<file path="config.mk">
export PLATFORM = sky130hd
export DESIGN_NAME = serial_lidar_frame_parser_top
export DESIGN_NICKNAME = d
export VERILOG_FILES = /design/src/hw/rtl/slfp_pkg.sv /design/src/hw/rtl/serial_lidar_frame_parser_top.sv
export SDC_FILE = /design/constraint.sdc
export NUM_CORES = 1
export LEC_CHECK = 0
export BUFFER_PORTS_ARGS = -buffer_cell sky130_fd_sc_hd__buf_2
export CORE_ASPECT_RATIO = 1.1
export CORE_UTILIZATION = 65
export CTS_CLUSTER_DIAMETER = 60
export DETAILED_ROUTE_END_ITERATION = 8
export MAX_ROUTING_LAYER = met4
export PLACE_DENSITY = 0.85
export SKIP_LAST_GASP = 1
export SLEW_MARGIN = 40
export SYNTH_ARGS = -nofsm -noshare
export SYNTH_HDL_FRONTEND = slang
export SYNTH_SLANG_ARGS = --single-unit
</file>
<file path="constraint.sdc">
create_clock -name clk -period 15 [get_ports clk]
set_clock_uncertainty 0.1 [all_clocks]
set_input_delay 1.5 -clock clk [delete_from_list [all_inputs] [get_ports clk]]
set_output_delay 1.5 -clock clk [all_outputs]
set_load 0.03 [all_outputs]
</file>
<file path="src/hw/rtl/slfp_pkg.sv">
package slfp_pkg;

  localparam int FRAME_BYTES = 11;
  localparam int WIN_DEPTH   = FRAME_BYTES - 1;

  localparam int CFG_IDX_W  = 1;
  localparam int CFG_DATA_W = 16;

  localparam logic [CFG_IDX_W-1:0] REG_HEADER       = 1'b0;
  localparam logic [CFG_IDX_W-1:0] REG_MIN_STRENGTH = 1'b1;

  localparam logic [7:0]  HEADER_RST       = 8'h59;
  localparam logic [15:0] MIN_STRENGTH_RST = 16'd6;
  localparam logic [15:0] FULL_CIRCLE      = 16'd3600;

  // frame that passed header, checksum and strength checks
  typedef struct packed {
    logic [15:0] distance;
    logic [15:0] strength;
    logic [15:0] angle;
    logic [15:0] quot;
  } frame_t;

endpackage

</file>
<file path="src/hw/rtl/serial_lidar_frame_parser_top.sv">
// The closing byte's frame check is registered into stage 1, the quotient check into out_valid.
// Throughput: one byte per cycle; the two-stage pipeline (frame check plus reciprocal
// multiply, then quotient check) stalls only when the output register is held.
// Reset (rst_n low, synchronous): byte window cleared to zero, header_byte = 0x59,
// min_strength = 6, pipeline emptied.
module serial_lidar_frame_parser_top
  import slfp_pkg::*;
#(
  parameter int BINS       = 240,
  parameter int ANGLE_STEP = 15
) (
  input  logic                  clk,
  input  logic                  rst_n,
  input  logic                  in_valid,
  output logic                  in_ready,
  input  logic [7:0]            in_rx_byte,
  output logic                  out_valid,
  input  logic                  out_ready,
  output logic [7:0]            out_bin_index,
  output logic [15:0]           out_distance_cm,
  output logic                  out_no_return,
  output logic [15:0]           out_strength,
  output logic                  out_scan_end,
  input  logic                  cfg_we,
  input  logic [CFG_IDX_W-1:0]  cfg_index,
  input  logic [CFG_DATA_W-1:0] cfg_wdata
);

  // angle / ANGLE_STEP as (angle * RECIP) >> RECIP_SH, exact for 16-bit angles
  localparam int     RECIP_SH = 16 + $clog2(ANGLE_STEP);
  localparam longint RECIP_L  = ((longint'(1) << RECIP_SH) + ANGLE_STEP - 1) / ANGLE_STEP;
  localparam logic [16:0] RECIP = 17'(RECIP_L);
  localparam int     MUL_W    = 33;
  localparam int     CHK_W    = 16 + $clog2(ANGLE_STEP + 1);
  localparam logic [31:0] LIMIT = 32'(BINS * ANGLE_STEP);

  logic [7:0]  win_r [WIN_DEPTH];
  logic [7:0]  header_r;
  logic [15:0] min_str_r;

  logic        s1_v_r;
  frame_t      s1_r;
  frame_t      s1_nxt;
  logic        out_valid_r;
  logic [7:0]  bin_r;
  logic [15:0] dist_r;
  logic        no_ret_r;
  logic [15:0] str_r;
  logic        scan_end_r;

  logic             in_fire;
  logic             s1_adv;
  logic             s2_ready;
  logic [7:0]       sum;
  logic             frame_ok;
  logic [MUL_W-1:0] recip_prod;
  logic [CHK_W-1:0] chk_prod;
  logic             angle_ok;
  logic [15:0]      quot_m1;

  assign s2_ready = !out_valid_r || out_ready;
  assign s1_adv   = !s1_v_r || s2_ready;
  assign in_ready = s1_adv;
  assign in_fire  = in_valid && in_ready;

  // stage 0: header, checksum, strength, reciprocal multiply
  always_comb begin
    sum = 8'd0;
    for (int i = 0; i < WIN_DEPTH; i++) begin
      sum = sum + win_r[i];
    end
    s1_nxt.distance = {win_r[3], win_r[2]};
    s1_nxt.strength = {win_r[5], win_r[4]};
    s1_nxt.angle    = {win_r[7], win_r[6]};
    recip_prod      = MUL_W'(s1_nxt.angle) * MUL_W'(RECIP);
    s1_nxt.quot     = 16'(recip_prod >> RECIP_SH);
    frame_ok = (win_r[0] == header_r) && (win_r[1] == header_r) &&
               (sum == in_rx_byte) && (s1_nxt.strength >= min_str_r);
  end

  // stage 1: quotient must reproduce the angle exactly; angle nonzero and at most BINS * ANGLE_STEP
  assign chk_prod = CHK_W'(s1_r.quot) * CHK_W'(ANGLE_STEP);
  assign angle_ok = (s1_r.angle != 16'd0) && (chk_prod == CHK_W'(s1_r.angle)) &&
                    ({16'd0, s1_r.angle} <= LIMIT);
  assign quot_m1  = s1_r.quot - 16'd1;

  always_ff @(posedge clk) begin
    if (!rst_n) begin
      for (int i = 0; i < WIN_DEPTH; i++) begin
        win_r[i] <= 8'd0;
      end
      header_r    <= HEADER_RST;
      min_str_r   <= MIN_STRENGTH_RST;
      s1_v_r      <= 1'b0;
      out_valid_r <= 1'b0;
    end else begin
      if (cfg_we) begin
        case (cfg_index)
          REG_HEADER:       header_r  <= cfg_wdata[7:0];
          REG_MIN_STRENGTH: min_str_r <= cfg_wdata;
          default: ;
        endcase
      end
      if (in_fire) begin
        for (int i = 0; i < WIN_DEPTH - 1; i++) begin
          win_r[i] <= win_r[i+1];
        end
        win_r[WIN_DEPTH-1] <= in_rx_byte;
      end
      if (s1_adv) begin
        s1_v_r <= in_fire && frame_ok;
      end
      if (s2_ready) begin
        out_valid_r <= s1_v_r && angle_ok;
      end
    end
  end

  always_ff @(posedge clk) begin
    if (in_fire) begin
      s1_r <= s1_nxt;
    end
    if (s2_ready && s1_v_r) begin
      bin_r      <= quot_m1[7:0];
      dist_r     <= s1_r.distance;
      no_ret_r   <= (s1_r.distance == 16'd0);
      str_r      <= s1_r.strength;
      scan_end_r <= (s1_r.angle == FULL_CIRCLE);
    end
  end

  assign out_valid       = out_valid_r;
  assign out_bin_index   = bin_r;
  assign out_distance_cm = dist_r;
  assign out_no_return   = no_ret_r;
  assign out_strength    = str_r;
  assign out_scan_end    = scan_end_r;

  a_bad_header_drops: assert property (@(posedge clk) disable iff (!rst_n)
    (in_fire && (win_r[0] != header_r)) |=> !s1_v_r)
    else $error("frame with bad header entered pipeline");

  a_stage1_holds: assert property (@(posedge clk) disable iff (!rst_n)
    (s1_v_r && !s2_ready) |=> (s1_v_r && $stable(s1_r)))
    else $error("stage 1 lost a request while stalled");

  a_scan_end_bin: assert property (@(posedge clk) disable iff (!rst_n)
    (out_valid && out_scan_end) |-> (out_bin_index == 8'(3600 / ANGLE_STEP - 1)))
    else $error("scan end on wrong bin");

endmodule

</file>
# == After elaboration in Yosys (flattened, before gate mapping) ==
# Memories as Yosys holds them, arrays and structs flattened.
# Index checks and enable logic that the tools add are counted.
# totals
ff_bits,129
mem_bits_rw,80
input_bits,30
output_inout_bits,44
wordCells,75
memories,1
# mem_list
memory,words,word_bits,read_ports,rd_clocked_by_memory_dff,wr,line,source
win_r,10,8,10,0,10,serial_lidar_frame_parser_top.sv:37,logic [7:0] win_r [WIN_DEPTH];
# classes
addsub,10
mul,2
n_lt_le_gt_ge,2
n_eq_ne,5
mux,14
bitwise_logic,11
reduce_logical,17
# op_table
operator,n
$mux W8,10
$add A8 B8 Y8,9
$mul A16 B16 Y32 const B,1
$eq A8 B8 Y1,3
$eq A17 B16 Y1,1
$mul A13 B4 Y17 const B,1
$eq A16 B12 Y1 const B,1
$ge A16 B16 Y1,1
$le A16 B12 Y1 const B,1
$logic_not A16 Y1,1
$reduce_bool A16 Y1,1
$or A1 B1 Y1,10
$logic_and A1 B1 Y1,9
$sub A8 B1 Y8 const B,1
$mux W1,4
$reduce_and A2 Y1,2
$logic_not A1 Y1,2
$logic_or A1 B1 Y1,2
$not A1 Y1,1

# == Longest topological paths before layout ==
# An unclocked memory read counts as a cell.
# depth
depth_word,14
mapped_depth,19
ltp_nobuf,19

# == Least setup slack after synthesis ==
# OpenSTA, ideal clock, no wires.
# synth_path
path_kind,input port to flip-flop
from,input out_ready
to,"memory win_r[0][0], enable pin"
setup_time_ps,451
arrival_time_ps,5598
required_ps,14449
setup_slack_ps,8852
path_stages,4
n_path_buf,0
cell_sequence,and2b_2 -> nand2_1 -> and2_1 -> nand2b_1
# synth_rtl
item,line,source
start: declaration,serial_lidar_frame_parser_top.sv:18,"input logic out_ready,"
end: declaration,serial_lidar_frame_parser_top.sv:37,

==> metrics list <==
* Result of the run: finished, final reports clean
- Number of I/O pins: 74
- Summed over all cells, the static leakage comes to around 6.4 nW.
- Placer congestion estimate: about 0.9
* Number of nets with antenna violations after detailed routing: 0
- Net Switching: 0.0008344 W
- Instance area at placement: between 0.01 and 0.015 mm^2
* Reg2Reg Setup Slack: 9880 ps
- Summed over all failing endpoints, the final setup total negative slack is 0 ps.
- Standard-cell rows: 53
- The root buffer cell chosen for the clock tree is clkbuf_16.
- Origin of the critical flop-to-flop path: win_r[0][49]$_SDFFCE_PN0P_
- Max Cap Viol: 0
- Synthesized Nets: around 1,300
* Post-route design area: 0.01454 mm^2
* Part of the power in the clock network: 25.6%
- Based on the critical path, the design can be clocked at up to roughly 200 MHz.
- Clock-pin slew reported for the worst setup and hold paths after clock tree synthesis: approximately 70 ps
- Unique cell type count in the Yosys netlist: about 50
- Hold slack final: approximately 320 ps
- STA classifies the critical path endpoint as a register.
* Worst min-delay path category: register to register
- Layout overhead on the synthesized area: 11.53%
* Global Route Usage Sum: 29.41%
* Power per standard cell area: between 150 and 200 mW/mm^2
* Multi-input logic area: ~0.0065 mm^2
* Post-cts gate resize count: 0
* Hold-critical path depth: 0
- The mapped netlist covers around 0.013 mm^2.
- The die covers between 0.02 and 0.025 mm^2.
- Portion of total power attributed to combinational logic: between 40 and 50%
- The worst path in the final design needs a cycle of a little over 5000 ps, including I/O delays and setup.
- The final route contains between 8,000 and 9,000 vias.
- Across the VDD grid, the largest voltage drop is 0.1944 mV.
- Dividing the final minimum period by the clock period gives around 34%.
- Port buffering added between 70 and 80 buffers.
- In the routed design, unresolved DRC markers number 0.
- Count of flip-flops with a built-in enable after synthesis: approximately 180
* Area used by sequential logic in the layout: 0.006016 mm^2
* Number of cells on the worst reg-to-reg path: 16
- Fraction of synthesis flops using an asynchronous set or reset pin: 0%
* Most used flip-flop cell after synthesis: edfxtp_1
- Setup repair after global routing left no endpoint under its margin.
* Crit path required time: 15,170 ps
* Max Root-Sink Buffers: 3
* Pre-antenna DRT Iters: 7
* Final number of hold-violating endpoints: 0
- The via count of the first global-routing pass came to ~8,400.
- Portion of total power attributed to sequential cells: a little under a third
- Setup violations remaining at the end of the flow were counted as 0.
- Cells fill between 70% and 80% of the core in the end.
- Mapped Cells: between 1,000 and 1,500
* CTS Buf Count: 23
- Measured against its own limit, the worst slew margin works out to between 40% and 50%.
- Initial Util: between 60 and 70%
- Dividing the detail-routed via count by the number of cells gives between 5 and 6.
* Average cell area after synthesis: approximately 13 um^2
- Crit path launch type: register
- Destination of the worst hold path: out_strength[14]$_DFFE_PP_
* Total length of routed wires: about 28 mm
- Pint: ~0.0015 W
- Share of layout cells above drive strength 1: between 10% and 20%
* Sinks on the clock net: 209
- Data arrival time at the worst-slack endpoint: 5290 ps
- Post-synthesis register bit count: 209
- The number of antenna violations at the first check in global routing came to 0.
- Measured along the y axis, the die boundary spans 150.5 um.
* Postcts setup bufs: 0
- Largest net degree at the start of global routing: 82
- Wire length of the first global-routing pass: about 44 mm
- The final-report max-slew violation count came to 0.
- Gr ovfl total: 0
- Hold-fix buffers, CTS: 0
- For this run, the register share of the synthesized area comes to a little under half.
- Terminus of the critical flop-to-flop path: s1_r[12]$_DFFE_PP_
- The core region is 0.01936 mm^2.
* Post-detailed-route wirelength per cell: roughly 20 um
* DRC violation total after the first TritonRoute iteration: slightly above 800
- Crit Path Max Fanout: 5
- The clock reaches the later pin of the worst-skew pair after between 500 and 600 ps.
- 0 antenna diodes ended up in the layout.
- For this run, the number of Yosys warnings is 0.
- After filler insertion, the fill cell instance count of the layout stands at approximately 1,200.
- Pwr Total: between 0.002 and 0.0025 W
- Maximum level of the CTS H-tree: 1
- TritonCTS built the clock tree.
- Path type of the worst setup path: register to register
- Net switching share of the total power: between 30% and 40%
* Final #Nets: approximately 1,400
- Width of the chip: about 140 um
- Detailed placement finished with a half-perimeter wire length of between 15 and 20 mm.
- The startpoint identified for the worst hold timing path is s1_r[46]$_DFFE_PP_.
- Worst Max-Slew Pin Slew: ~800 ps
-- power groups by stage --
stage	sequential, W	combinational (W)	clock [W]
finish	0.000722	0.00102	0.000600
global placement	0.000730	0.000975	0
detailed placement	0.000733	0.00100	0
floorplan	0.000715	0.000803	0
global route	0.000726	0.00115	0.000627
CTS	0.000721	0.00102	0.000602
-- stage by stage --
step	setup slack (ps)	cells
3_5_place_dp	9987	1343
6_report	9878	1385
5_1_grt	9536	1385
2_1_floorplan	8852	1036
3_3_place_gp	10120	1341
4_1_cts	9931	1385
-- area by class of cell --
class                      instances  area share (%)
tap                              247           2.125
inverter                         137           3.537
timing repair buffer              77           2.943
sequential                       209           41.37
clock buffer                      31           4.440
multi-input combinational        673           44.43
clock inverter                    11           1.153
-- worst max-delay path by stage --
stage | start | end | cells after the start
floorplan | out_ready | win_r[0][0]$_SDFFCE_PN0P_ | 4
global placement | win_r[0][58]$_SDFFCE_PN0P_ | s1_v_r$_SDFFE_PN0N_ | 14
detailed placement | win_r[0][49]$_SDFFCE_PN0P_ | s1_r[12]$_DFFE_PP_ | 16
CTS | win_r[0][49]$_SDFFCE_PN0P_ | s1_r[12]$_DFFE_PP_ | 16
global route | win_r[0][49]$_SDFFCE_PN0P_ | s1_r[12]$_DFFE_PP_ | 16
finish | win_r[0][49]$_SDFFCE_PN0P_ | s1_r[12]$_DFFE_PP_ | 16
-- placed cells by master (no fill, tap or decap), types with 9 or more instances in the layout --
cell and instances:
a21boi_0 19, a21o_1 14, a21oi_1 27, and2_1 82, and3_1 10, buf_2 73
clkbuf_16 23, dfxtp_1 26, edfxtp_1 183, fa_1 92, ha_1 151, inv_1 137
nand2_1 65, nand3_1 13, nor2_1 21, nor3_1 14, nor4_1 9, xnor2_1 54
xor2_1 15
-- synthesized netlist by cell type (2+ instances only) --
library cell | n | area, um^2
o211ai_1 | 6 | 45.04
xnor2_1 | 54 | 473.0
nand2_1 | 65 | 244.0
o21bai_1 | 2 | 15.01
ha_1 | 151 | 1889
or4_1 | 3 | 22.52
a211oi_1 | 7 | 52.55
nor4_1 | 9 | 56.30
nand2b_1 | 6 | 37.54
a31oi_1 | 2 | 12.51
a21o_1 | 14 | 105.1
o21ai_1 | 6 | 30.03
clkbuf_1 | 16 | 60.06
inv_1 | 137 | 514.2
fa_1 | 92 | 1842
nand4_1 | 6 | 37.54
o21a_1 | 7 | 52.55
nor2_1 | 21 | 78.83
and2_1 | 83 | 519.3
xor2_1 | 15 | 131.4
and3_1 | 11 | 68.82
dfxtp_1 | 26 | 520.5
nor3_1 | 14 | 70.07
o21ai_0 | 7 | 35.03
nor2b_1 | 6 | 37.54
o22ai_1 | 5 | 31.28
nand3_1 | 13 | 65.06
or3_1 | 3 | 18.77
edfxtp_1 | 183 | 5495
a21oi_1 | 27 | 135.1
a21boi_0 | 19 | 142.6
-- per-layer routing --
| metal | global-route usage, % | routed length [um] | vias up |
|---|---|---|---|
| met1 | 37.58 | 11100 | 3965 |
| met3 | 5.657 | 2294 | 58 |
| li1 | - | - | 3735 |
| met2 | 47.50 | 13340 | 334 |
| met5 | - | 0 | - |
| met4 | 9.231 | 772 | 0 |
-- worst max-delay path: stages, from the launching register on --
cell      delay, ps
edfxtp_1        520
ha_1            340
inv_1            70
fa_1            530
fa_1            520
inv_1            50
ha_1            280
ha_1            310
ha_1            300
nand4_1          90
a211oi_1        200
o211ai_1        190
a211oi_1        430
nor3_1          150
o31ai_1         430
a21oi_1         160
xnor2_1         160
-- flip-flops by register name (all words and copies together), names as in the netlist --
name and flops:
header_r 8, min_str_r 16, out_bin_index 8, out_distance_cm 16, out_no_return 1, out_scan_end 1, out_strength 16, out_valid 1
s1_r 61, s1_v_r 1, win_r 80
-- cells by family (layout without fill, tap and decap cells) --
group / after synthesis / count (layout) / share of synthesized area, %
simple gates: 246 / 246 / 10.14
xor+xnor: 69 / 69 / 4.635
buf+inv: 154 / 256 / 4.443
fa+ha+maj: 243 / 243 / 28.62
compound gates: 113 / 113 / 5.854
flops: 209 / 209 / 46.14
mux: 2 / 2 / 0.1631
(Power assumes the default switching activity.)
